$ cat config.mk
export PLATFORM = sky130hd
export DESIGN_NAME = utf8_validating_decoder
export DESIGN_NICKNAME = d
export VERILOG_FILES = /design/src/rtl/u8vd_pkg.sv /design/src/rtl/u8vd_front.sv /design/src/rtl/u8vd_queue.sv /design/src/rtl/u8vd_back.sv /design/src/rtl/utf8_validating_decoder.sv
export SDC_FILE = /design/constraint.sdc
export NUM_CORES = 1
export LEC_CHECK = 0
export ABC_CLOCK_PERIOD_IN_PS = 5200
export BUFFER_PORTS_ARGS = -buffer_cell sky130_fd_sc_hd__buf_2
export CELL_PAD_IN_SITES_DETAIL_PLACEMENT = 0
export CELL_PAD_IN_SITES_GLOBAL_PLACEMENT = 1
export CORE_AREA = 8 8 140 142
export DETAILED_ROUTE_END_ITERATION = 10
export DIE_AREA = 0 0 148 150
export PLACE_DENSITY = 0.74
export SYNTH_ARGS = -nofsm -noshare
export SYNTH_HDL_FRONTEND = slang
export SYNTH_SLANG_ARGS = --single-unit
$ cat constraint.sdc
create_clock -name clk -period 5.2 [get_ports clk]
set_clock_uncertainty 0.1 [all_clocks]
set_input_delay 1.04 -clock clk [delete_from_list [all_inputs] [get_ports clk]]
set_output_delay 1.04 -clock clk [all_outputs]
set_load 0.02 [all_outputs]
$ cat src/rtl/u8vd_pkg.sv
// Shared types and constants for the UTF-8 validating decoder.
`timescale 1ns / 1ps

package u8vd_pkg;

  // Code point width and limits
  localparam int unsigned CpW        = 21;
  localparam logic [CpW-1:0] MaxCp   = 21'h10FFFF;
  localparam logic [CpW-1:0] SurLo   = 21'h00D800;
  localparam logic [CpW-1:0] SurHi   = 21'h00DFFF;
  localparam logic [CpW-1:0] Min2    = 21'h000080;
  localparam logic [CpW-1:0] Min3    = 21'h000800;
  localparam logic [CpW-1:0] Min4    = 21'h010000;
  localparam logic [CpW-1:0] ReplRst = 21'h00FFFD;

  // Queue depth between front and back
  localparam int unsigned QDepth = 4;
  localparam int unsigned QPtrW  = $clog2(QDepth);
  localparam int unsigned QCntW  = $clog2(QDepth + 1);

  // Register map: value of byte address bit 2 that selects the replacement register
  localparam logic REG_REPL = 1'b0;

  // One decoded job: n_err replacements, then an optional value
  typedef struct packed {
    logic           str_end;
    logic           has_val;
    logic [2:0]     n_err;
    logic [CpW-1:0] val;
  } job_t;

  // Queue status towards the top level
  typedef struct packed {
    logic full;
    logic empty;
  } q_stat_t;

endpackage

$ cat src/rtl/u8vd_front.sv
// Front end: takes bytes, tracks the open sequence, classifies each byte into a job.
`timescale 1ns / 1ps

module u8vd_front import u8vd_pkg::*; (
  input  logic       clk,
  input  logic       rst_n,
  input  logic       accept,
  input  logic [7:0] in_byte,
  input  logic       in_string_end,
  output job_t       job,
  output logic       push
);

  logic [CpW-1:0] partial_r, partial_nxt;
  logic [1:0]     need_r, need_nxt;
  logic [1:0]     held_r, held_nxt;

  logic           is_ascii, is_cont, lead2, lead3, lead4;
  logic [CpW-1:0] v;
  logic [2:0]     conts;
  logic [CpW-1:0] lowest;
  logic           bad;
  logic           do_fresh;

  // Byte classes
  assign is_ascii = ~in_byte[7];
  assign is_cont  = (in_byte[7:6] == 2'b10);
  assign lead2    = (in_byte[7:5] == 3'b110);
  assign lead3    = (in_byte[7:4] == 4'b1110);
  assign lead4    = (in_byte[7:3] == 5'b11110);

  // Value with this continuation appended, and checks for the last one
  assign v      = {partial_r[CpW-7:0], in_byte[5:0]};
  assign conts  = {1'b0, held_r} + 3'd1;
  always_comb begin
    case (held_r)
      2'd0:    lowest = Min2;
      2'd1:    lowest = Min3;
      default: lowest = Min4;
    endcase
  end
  assign bad = (v < lowest) || (v > MaxCp) || ((v >= SurLo) && (v <= SurHi));

  // Job and next sequence state
  always_comb begin
    job         = '0;
    job.str_end = in_string_end;
    partial_nxt = partial_r;
    need_nxt    = need_r;
    held_nxt    = held_r;
    do_fresh    = 1'b0;

    if (need_r != 2'd0 && is_cont) begin
      if (need_r == 2'd1) begin
        if (bad) begin
          job.n_err = conts + 3'd1;
        end else begin
          job.has_val = 1'b1;
          job.val     = v;
        end
        partial_nxt = '0;
        need_nxt    = 2'd0;
        held_nxt    = 2'd0;
      end else begin
        partial_nxt = v;
        need_nxt    = need_r - 2'd1;
        held_nxt    = held_r + 2'd1;
        // cut off: lead plus every continuation so far
        if (in_string_end) begin
          job.n_err   = conts + 3'd1;
          partial_nxt = '0;
          need_nxt    = 2'd0;
          held_nxt    = 2'd0;
        end
      end
    end else if (need_r != 2'd0) begin
      // broken sequence: lead and held bytes fail, then rescan this byte
      job.n_err   = conts;
      partial_nxt = '0;
      need_nxt    = 2'd0;
      held_nxt    = 2'd0;
      do_fresh    = 1'b1;
    end else begin
      do_fresh = 1'b1;
    end

    // Decode a byte with no sequence open
    if (do_fresh) begin
      if (is_ascii) begin
        job.has_val = 1'b1;
        job.val     = {13'd0, in_byte};
      end else if ((lead2 || lead3 || lead4) && !in_string_end) begin
        held_nxt = 2'd0;
        if (lead2) begin
          partial_nxt = {16'd0, in_byte[4:0]};
          need_nxt    = 2'd1;
        end else if (lead3) begin
          partial_nxt = {17'd0, in_byte[3:0]};
          need_nxt    = 2'd2;
        end else begin
          partial_nxt = {18'd0, in_byte[2:0]};
          need_nxt    = 2'd3;
        end
      end else begin
        job.n_err = job.n_err + 3'd1;
      end
    end
  end

  assign push = accept && ((job.n_err != 3'd0) || job.has_val);

  // Sequence state
  always_ff @(posedge clk) begin
    if (!rst_n) begin
      partial_r <= '0;
      need_r    <= 2'd0;
      held_r    <= 2'd0;
    end else if (accept) begin
      partial_r <= partial_nxt;
      need_r    <= need_nxt;
      held_r    <= held_nxt;
    end
  end

endmodule

$ cat src/rtl/u8vd_queue.sv
// Short job queue between the front and back ends.
`timescale 1ns / 1ps

module u8vd_queue import u8vd_pkg::*; (
  input  logic    clk,
  input  logic    rst_n,
  input  logic    push,
  input  job_t    wr_job,
  input  logic    pop,
  output job_t    head,
  output q_stat_t stat
);

  job_t             mem [QDepth];
  logic [QPtrW-1:0] wr_ptr_r, rd_ptr_r;
  logic [QCntW-1:0] cnt_r;

  assign stat.empty = (cnt_r == '0);
  assign stat.full  = (cnt_r == QCntW'(QDepth));
  assign head       = mem[rd_ptr_r];

  // Storage
  always_ff @(posedge clk) begin
    if (push) begin
      mem[wr_ptr_r] <= wr_job;
    end
  end

  // Pointers and fill count
  always_ff @(posedge clk) begin
    if (!rst_n) begin
      wr_ptr_r <= '0;
      rd_ptr_r <= '0;
      cnt_r    <= '0;
    end else begin
      if (push) wr_ptr_r <= wr_ptr_r + 1'b1;
      if (pop)  rd_ptr_r <= rd_ptr_r + 1'b1;
      case ({push, pop})
        2'b10:   cnt_r <= cnt_r + 1'b1;
        2'b01:   cnt_r <= cnt_r - 1'b1;
        default: cnt_r <= cnt_r;
      endcase
    end
  end

endmodule

$ cat src/rtl/u8vd_back.sv
// Back end: expands each job into result words, one per cycle unless out_stall holds, into the output register.
`timescale 1ns / 1ps

module u8vd_back import u8vd_pkg::*; (
  input  logic           clk,
  input  logic           rst_n,
  input  job_t           head,
  input  logic           q_empty,
  input  logic [CpW-1:0] repl,
  output logic           pop,
  output logic           out_valid,
  input  logic           out_stall,
  output logic [CpW-1:0] out_code_point,
  output logic           out_was_error,
  output logic           out_run_last,
  output logic           out_final_result
);

  logic [2:0]     sub_r, sub_nxt;
  logic           valid_r;
  logic [CpW-1:0] cp_r;
  logic           err_r, last_r, fin_r;

  logic [2:0] total;
  logic       is_err, is_last, load;

  // Which word of the head job goes out next
  assign total   = head.n_err + {2'd0, head.has_val};
  assign is_err  = (sub_r < head.n_err);
  assign is_last = ((sub_r + 3'd1) == total);
  assign load    = !q_empty && (!valid_r || !out_stall);
  assign pop     = load && is_last;
  assign sub_nxt = pop ? 3'd0 : (sub_r + 3'd1);

  // Word counter within the head job
  always_ff @(posedge clk) begin
    if (!rst_n) begin
      sub_r   <= 3'd0;
      valid_r <= 1'b0;
    end else begin
      if (load) sub_r <= sub_nxt;
      if (load) begin
        valid_r <= 1'b1;
      end else if (!out_stall) begin
        valid_r <= 1'b0;
      end
    end
  end

  // Output payload
  always_ff @(posedge clk) begin
    if (load) begin
      cp_r   <= is_err ? repl : head.val;
      err_r  <= is_err;
      last_r <= is_last;
      fin_r  <= is_last && head.str_end;
    end
  end

  assign out_valid        = valid_r;
  assign out_code_point   = cp_r;
  assign out_was_error    = err_r;
  assign out_run_last     = last_r;
  assign out_final_result = fin_r;

endmodule

$ cat src/rtl/utf8_validating_decoder.sv
// Top level of the UTF-8 validating decoder: register port, front, queue, back.
//
//   channel   direction  handshake             payload
//   in_       input      in_valid / in_stall   in_byte[7:0], in_string_end
//   out_      output     out_valid / out_stall out_code_point[20:0], out_was_error,
//                                              out_run_last, out_final_result
//   apb       input      psel/penable/pwrite   paddr[2:0], pwdata/prdata[31:0]
//
// One byte is taken per cycle unless in_stall; each byte gives 0 to 4 result words,
// sent one per cycle unless out_stall, through the job queue and the output register.
// A byte's job stays at the queue head until the back end loads its last word.
// in_stall rises only when the 4-entry job queue is full.
// rst_n is synchronous; it clears the sequence state and queue, and restores the
// replacement code to FFFD.
`timescale 1ns / 1ps

module utf8_validating_decoder import u8vd_pkg::*; (
  input  logic           clk,
  input  logic           rst_n,
  // byte input
  input  logic           in_valid,
  output logic           in_stall,
  input  logic [7:0]     in_byte,
  input  logic           in_string_end,
  // code point output
  output logic           out_valid,
  input  logic           out_stall,
  output logic [CpW-1:0] out_code_point,
  output logic           out_was_error,
  output logic           out_run_last,
  output logic           out_final_result,
  // register port
  input  logic           psel,
  input  logic           penable,
  input  logic           pwrite,
  input  logic [2:0]     paddr,
  input  logic [31:0]    pwdata,
  output logic [31:0]    prdata,
  output logic           pready
);

  logic [CpW-1:0] repl_r;
  logic           accept, push, pop;
  job_t           new_job, head;
  q_stat_t        q_stat;

  // Register port
  assign pready = 1'b1;
  assign prdata = (paddr[2] == REG_REPL) ? {11'd0, repl_r} : 32'd0;

  always_ff @(posedge clk) begin
    if (!rst_n) begin
      repl_r <= ReplRst;
    end else if (psel && penable && pwrite && (paddr[2] == REG_REPL)) begin
      repl_r <= pwdata[CpW-1:0];
    end
  end

  // Byte handshake
  assign in_stall = q_stat.full;
  assign accept   = in_valid && !in_stall;

  u8vd_front u_front (
    .clk           (clk),
    .rst_n         (rst_n),
    .accept        (accept),
    .in_byte       (in_byte),
    .in_string_end (in_string_end),
    .job           (new_job),
    .push          (push)
  );

  u8vd_queue u_queue (
    .clk    (clk),
    .rst_n  (rst_n),
    .push   (push),
    .wr_job (new_job),
    .pop    (pop),
    .head   (head),
    .stat   (q_stat)
  );

  u8vd_back u_back (
    .clk              (clk),
    .rst_n            (rst_n),
    .head             (head),
    .q_empty          (q_stat.empty),
    .repl             (repl_r),
    .pop              (pop),
    .out_valid        (out_valid),
    .out_stall        (out_stall),
    .out_code_point   (out_code_point),
    .out_was_error    (out_was_error),
    .out_run_last     (out_run_last),
    .out_final_result (out_final_result)
  );

  // Checks
  a_final_is_last: assert property (@(posedge clk) disable iff (!rst_n)
    out_valid && out_final_result |-> out_run_last)
    else $error("final word not marked last of its byte");

  a_scalar_range: assert property (@(posedge clk) disable iff (!rst_n)
    out_valid && !out_was_error |-> out_code_point <= MaxCp)
    else $error("decoded value above scalar range");

  a_no_surrogate: assert property (@(posedge clk) disable iff (!rst_n)
    out_valid && !out_was_error |-> (out_code_point < SurLo) || (out_code_point > SurHi))
    else $error("decoded value is a surrogate");

  a_queue_sane: assert property (@(posedge clk) disable iff (!rst_n)
    !(q_stat.full && q_stat.empty) && !(push && q_stat.full))
    else $error("job queue overrun");

endmodule

After elaboration in Yosys (flattened, before gate mapping)
Memories as Yosys holds them, arrays and structs flattened. A register that Yosys moved wholly into a read port is not among the register bits.
Index checks and enable logic that the tools add are counted.
{"block": "totals", "word_cells": 121, "mem_count": 1, "regBits": 81, "mem_bits_rw": 104}
{"name": "u_queue.mem", "depth": 4, "width": 26, "read_ports": 1, "rd_clocked_by_memory_dff": 1, "write_ports": 1, "line_no": "u8vd_queue.sv:14", "rtl": "job_t mem [QDepth];"}
{"block": "op_classes", "addsub": 11, "n_eq_ne": 11, "n_bitwise": 1, "n_reduce_logical": 27, "muxes": 52, "n_lt_le_gt_ge": 5}
{"op": "two-way mux 21 bit", "n": 14}
{"op": "two-way mux 2 bit", "n": 17}
{"op": "case mux 17 bit (2 select lines)", "n": 1}
{"op": "two-way mux 25 bit", "n": 1}
{"op": "two-way mux 3 bit", "n": 8}
{"op": ">= comparator 21 x 16 -> 1 bit, second input constant", "n": 1}
{"op": "> comparator 21 bit, second input constant", "n": 1}
{"op": "less-or-equal comparator 21 x 16 -> 1 bit, second input constant", "n": 1}
{"op": "less-than comparator 21 x 17 -> 1 bit", "n": 1}
{"op": "adder 3 x 1 -> 3 bit, second input constant", "n": 4}
{"op": "logical AND 1 bit", "n": 11}
{"op": "two-way mux 1 bit", "n": 9}
{"op": "adder 2 x 1 -> 2 bit, second input constant", "n": 3}
{"op": "== test 2 x 1 -> 1 bit, second input constant", "n": 3}
{"op": "== test 3 bit, second input constant", "n": 2}
{"op": "logical OR 1 bit", "n": 6}
{"op": "case mux 3 bit (2 select lines)", "n": 1}
{"op": "== test 5 bit, second input constant", "n": 1}
{"op": "logical NOT 1 bit", "n": 5}
{"op": "== test 2 bit, second input constant", "n": 2}
{"op": "== test 4 bit, second input constant", "n": 1}
{"op": "two-way mux 4 bit", "n": 1}
{"op": "nonzero test 2 bit", "n": 2}
{"op": "adder 2 x 1 -> 3 bit, second input constant", "n": 1}
{"op": "10 further kinds", "n": 10}

Logic depth before layout (Yosys ltp)
{"block": "depth", "word_depth": 17, "depth_mapped": 17, "ltp_nobuf": 16}

Cells and area by module
Synthesis repeated with hierarchy kept, for this count alone.
{"block": "unflattened", "cells_unflattened": 556, "hier_area_um2": 8156.6}
{"mod": "u8vd_queue", "area_each_um2": 4247.8, "seq_area_each_um2": 3303.2, "cells_each": 182, "instances": 1}
{"mod": "u8vd_back", "area_each_um2": 1396.3, "seq_area_each_um2": 800.8, "cells_each": 82, "instances": 1}
{"mod": "u8vd_front", "area_each_um2": 1327.5, "seq_area_each_um2": 380.4, "cells_each": 162, "instances": 1}
{"mod": "utf8_validating_decoder", "area_each_um2": 1184.9, "seq_area_each_um2": 420.4, "cells_each": 130, "instances": 1}

Worst setup path after synthesis
No wires, ideal clock.
{"block": "synth_path", "path_kind": "reg2reg", "from": "register (tool-made name)", "to": "register u_queue.cnt_r[2]", "setup_ns": 0.076, "setup_slack_ns": 1.136, "path_stages_with_launch": 17, "t_arrival_ns": 3.889, "path_cell_list": "dfxtp_1 > buf_2 > buf_1 > mux4_2 > ha_1 > ha_1 > xor2_1 > xnor2_1 > xnor2_1 > nand3_1 > nor2_1 > ha_1 > inv_1 > fa_1 > xor2_1 > or3_1 > a21boi_0"}
{"item": "end signal, assigned", "line_no": "u8vd_queue.sv:39", "rtl": "2'b10: cnt_r <= cnt_r + 1'b1;"}
{"item": "end signal, assigned", "line_no": "u8vd_queue.sv:40", "rtl": "2'b01: cnt_r <= cnt_r - 1'b1;"}
{"item": "end signal, assigned", "line_no": "u8vd_queue.sv:41", "rtl": "default: cnt_r <= cnt_r;"}
{"item": "end, declared", "line_no": "u8vd_queue.sv:16", "rtl": "logic [QCntW-1:0] cnt_r;"}

Worst setup path in the final report
{"block": "layout_path", "from": "register u_front.held_r[0]", "to": "register u_queue.cnt_r[2]"}
{"block": "layout_via", "elab_chain_len": 17, "word_cells_on_any_way": 28}
{"item": "start, declared", "line_no": "u8vd_front.sv:16", "rtl": "logic [1:0] held_r, held_nxt;"}
{"item": "start signal, assigned", "line_no": "u8vd_front.sv:121", "rtl": "held_r <= held_nxt;"}
{"item": "== test 2 x 1 -> 1 bit / logical NOT 2 bit (equally long branches)", "line_no": "u8vd_front.sv:36", "rtl": "case (held_r)"}
{"item": "case mux 17 bit (2 select lines)", "line_no": "u8vd_front.sv:36"}
{"item": "less-than comparator 21 x 17 -> 1 bit", "line_no": "u8vd_front.sv:42", "rtl": "assign bad = (v < lowest) || (v > MaxCp) || ((v >= SurLo) && (v <= SurHi));"}
{"item": "logical OR 1 bit (2 in series)", "line_no": "u8vd_front.sv:42"}
{"item": "two-way mux 3 bit", "line_no": "u8vd_front.sv:55", "rtl": "if (bad) begin"}
{"item": "two-way mux 3 bit", "line_no": "u8vd_front.sv:54", "rtl": "if (need_r == 2'd1) begin"}
{"item": "two-way mux 3 bit", "line_no": "u8vd_front.sv:53", "rtl": "if (need_r != 2'd0 && is_cont) begin"}
{"item": "adder 3 x 1 -> 3 bit", "line_no": "u8vd_front.sv:105", "rtl": "job.n_err = job.n_err + 3'd1;"}
{"item": "two-way mux 3 bit", "line_no": "u8vd_front.sv:92", "rtl": "end else if ((lead2 || lead3 || lead4) && !in_string_end) begin"}
{"item": "two-way mux 3 bit", "line_no": "u8vd_front.sv:89", "rtl": "if (is_ascii) begin"}
{"item": "two-way mux 25 bit (*)", "line_no": "u8vd_front.sv:88", "rtl": "if (do_fresh) begin"}
{"item": "nonzero test 3 bit", "line_no": "u8vd_front.sv:110", "rtl": "assign push = accept && ((job.n_err != 3'd0) || job.has_val);"}
{"item": "logical OR 1 bit (*)", "line_no": "u8vd_front.sv:110"}
{"item": "logical AND 1 bit (*)", "line_no": "u8vd_front.sv:110"}
{"item": "== test 2 x 1 -> 1 bit / == test 2 bit (equally long branches)", "line_no": "u8vd_queue.sv:38", "rtl": "case ({push, pop})"}
{"item": "case mux 3 bit (2 select lines) / nonzero test 2 bit (equally long branches)"}
Mark *: on every way between the ends. The rest lies on a longest branch, timed or not.
A chain may end at the register's enable or synchronous reset.

==> flow_metrics.tcl <==
set metrics [dict create \
    status "complete, no violations" \
    syn_inst 613 \
    reg2reg_from "u_front.held_r[0]$_SDFFE_PN0P_" \
    synthFlopType "edfxtp_1" \
    layout_min_cycle_time_ps 4510 \
    tritoncts "built" \
    grt_overflow 0 \
    synth_top_area_cell "edfxtp_1" \
    die_y_um 150 \
    rows 49 \
    crit_path_max_incr_delay_ps 470 \
    critPathBufInv 3 \
    layout.nets 764 \
    final_hold_viol_count 0 \
    drc 0 \
    port_buffers 84 \
    grt_pass1_vias 4914 \
    cp-startpoint "u_front.held_r[0]$_SDFFE_PN0P_" \
    worst-path-max-fanout 18 \
    die-area_um2 22200 \
    netlist_area_um2 7880 \
    cp_top_family "simple AND/OR/NAND/NOR gates" \
    leakage_nw 3.42 \
    core_area_um2 17500 \
    fin_cells 934 \
    ir_worst_vdd_mv 0.236 \
    area_growth_pct 14.9 \
    worstHoldStart "repl_r[5]$_SDFFE_PN1P_" \
    power_density_nw_per_um2 448 \
    startpoint_type "register" \
    cts_sinks 181 \
    dp_cells 902 \
    maxSlewViolCount 0 \
    clk_path_buf_depth 2 \
    drive_above_1_share 0.230 \
    htreeDepth 4 \
    post_cts_buffers 0 \
    rsz0062_at_grt "false" \
    dp_hpwl_um 10900 \
    ant_nets 0 \
    max_freq_mhz 222 \
    critPathSlowestCell "dfxtp_1" \
    clk_latency_ps 420 \
    crit_type "register to register" \
    tightest_slew_ps 1100 \
    synth.area.top_cells "edfxtp_1 49%, dfxtp_1 13%, mux4_2 7.4%, nand2_1 5.8%, nor2b_1 3.3%" \
    cts_buffers 17 \
    wl_per_cell_um 17.0 \
    hold_buffers 0 \
    end_kind "register" \
    cp_cell_sequence "inv_1, ha_1, or2_2, ha_1, or3_1, a2111o_1, and3_1, nor4_4, o22ai_2, inv_1, ha_1, inv_1, fa_1, xor2_1, or3_1, a21boi_0" \
    routed_via_density 5.10 \
    gp_congestion 0.824 \
    grt_util_all_layers 0.149 \
    arrival_ps 4760 \
    placed_cell_area_um2 8460 \
    root_buffer "clkbuf_16" \
    async_flop_share 0 \
    synth_top_area_frac 0.488 \
    synth_seq_area_share 0.623 \
    grt_max_degree 55 \
    post_cts_resized 0 \
    routed_wl_um 15900 \
    n_fill_cell 1554 \
    worstPathRequired_ps 5450 \
    dr.first_iter.drc_count 361 \
    dr.pass1.iters 5 \
    die_width_um 148 \
    finalSetupTns_ps 0 \
    drv_cap 0 \
    yosysUniqueCellTypes 55 \
    grt_antenna_before_repair 0 \
    diodes 0 \
    synth_warnings 0 \
    path_clk_slew_ps 60 \
    setup_viol 0 \
    io_pins 110 \
    grt_pass1_wl_um 25900 \
    synth_edf_count 128 \
    postLayoutCellArea_um2 9050 \
    num_vias 4761 \
    finalCritPeriodShare 0.867 \
    max_slew_margin 0.263 \
    ys_ff_latch 181 \
    hp-class "register to register" \
    start_util 0.449 \
    postSynthAreaPerCell_um2 12.8 \
]
==> sequential cells by signal (all words and copies together), names as in the netlist, named ones only <==
| register | count |
|---|---|
| u_back.sub_r | 3 |
| u_front.need_r | 2 |
| u_queue.rd_ptr_r | 2 |
| u_front.held_r | 2 |
| u_back.out_run_last | 1 |
| u_back.out_valid | 1 |
| u_back.out_code_point | 21 |
| u_queue.cnt_r | 3 |
| u_queue.mem | 104 |
| u_front.partial_r | 15 |
| u_back.out_final_result | 1 |
| repl_r | 21 |
| u_back.out_was_error | 1 |
| u_queue.wr_ptr_r | 2 |
==> synthesized netlist by cell type (all sizes together), types with 2 or more instances <==
master  count
a21boi     11
a21o        3
a21oi       4
a22oi      15
and2       30
and3        2
buf        17
clkbuf     22
conb        2
dfxtp      53
edfxtp    128
ha         20
inv        20
mux2i       3
mux4       26
nand2     121
nand2b      6
nand3      23
nand4b      3
nor2        9
nor2b      41
nor3        3
nor4        2
o211ai      2
o21ai       8
o22ai       2
or2         2
or3         5
or4         3
xnor2       6
xor2        5
==> placed cells by master, fill, tap and decap left out, types with 15 or more instances in the layout <==
cell type | synthesis | layout
nand3_1 | 23 | 23
and2_1 | 22 | 22
ha_1 | 20 | 20
mux4_2 | 26 | 26
nor2b_1 | 41 | 41
buf_2 | 1 | 84
clkbuf_16 | 0 | 17
dfxtp_1 | 53 | 52
a22oi_1 | 15 | 15
nand2_1 | 121 | 121
inv_1 | 20 | 20
edfxtp_1 | 128 | 128
==> through the flow <==
step / total power, mW / hold slack (ps) / util / worst slack (ps)
6_report: 4.06 / 383 / 0.516 / 693
5_1_grt: 4.27 / 409 / 0.516 / 374
4_1_cts: 4.10 / 387 / 0.516 / 638
3_5_place_dp: 2.83 / 378 / 0.482 / 662
3_3_place_gp: 2.81 / 362 / 0.482 / 811
2_1_floorplan: 2.55 / 352 / - / 1140
==> cell type report <==
type,count,area (µm²),area share
clock buffer,18,429,0.0474
timing repair buffer,89,458,0.0506
multi-input combinational,383,2730,0.302
clock inverter,14,160,0.0177
inverter,20,75.1,0.00830
sequential,181,4910,0.542
tap,229,287,0.0317
==> per-layer routing <==
layer / GRT usage / part of all wire / vias to the layer above
met1: 0.194 / 0.46 / 2279
li1: - / - / 2330
met5: 0 / 0 / -
met3: 0.0387 / 0.064 / 19
met2: 0.232 / 0.46 / 133
met4: 0.0658 / 0.017 / 0
==> cell families after synthesis <==
family                     synth area share
other                              0.000953
AOI/OAI and AO/OA                    0.0545
and+or+nand+nor                       0.161
DFF                                   0.623
xor gates and xnor gates             0.0122
adders and majority gates            0.0343
muxes                                0.0796
buffers and inverters                0.0349
==> where the power goes <==
group	internal, mW	total (mW)	switching [mW]	leakage [nW]
combinational	0.329	0.919	0.589	1.52
clock	0.751	1.28	0.524	0.277
sequential	1.80	1.86	0.0660	1.63
total	2.88	4.06	1.18	3.42
==> tightest hold or removal path, cell delays in order, from the launching register on <==
cell and delay (ps):
dfxtp_1 320, nand2_1 50, nand3_1 60
==> worst paths after layout <==
kind                                                 endpoint  slack [ps]  cells after the start
worst max register to register  u_queue.cnt_r[2]$_SDFFE_PN0P_         690                     16
worst min-delay path                   repl_r[5]$_SDFFE_PN1P_         380                      2
worst min register to register         repl_r[5]$_SDFFE_PN1P_         380                      2
worst max-delay path            u_queue.cnt_r[2]$_SDFFE_PN0P_         690                     16
(Power assumes the default switching activity.)
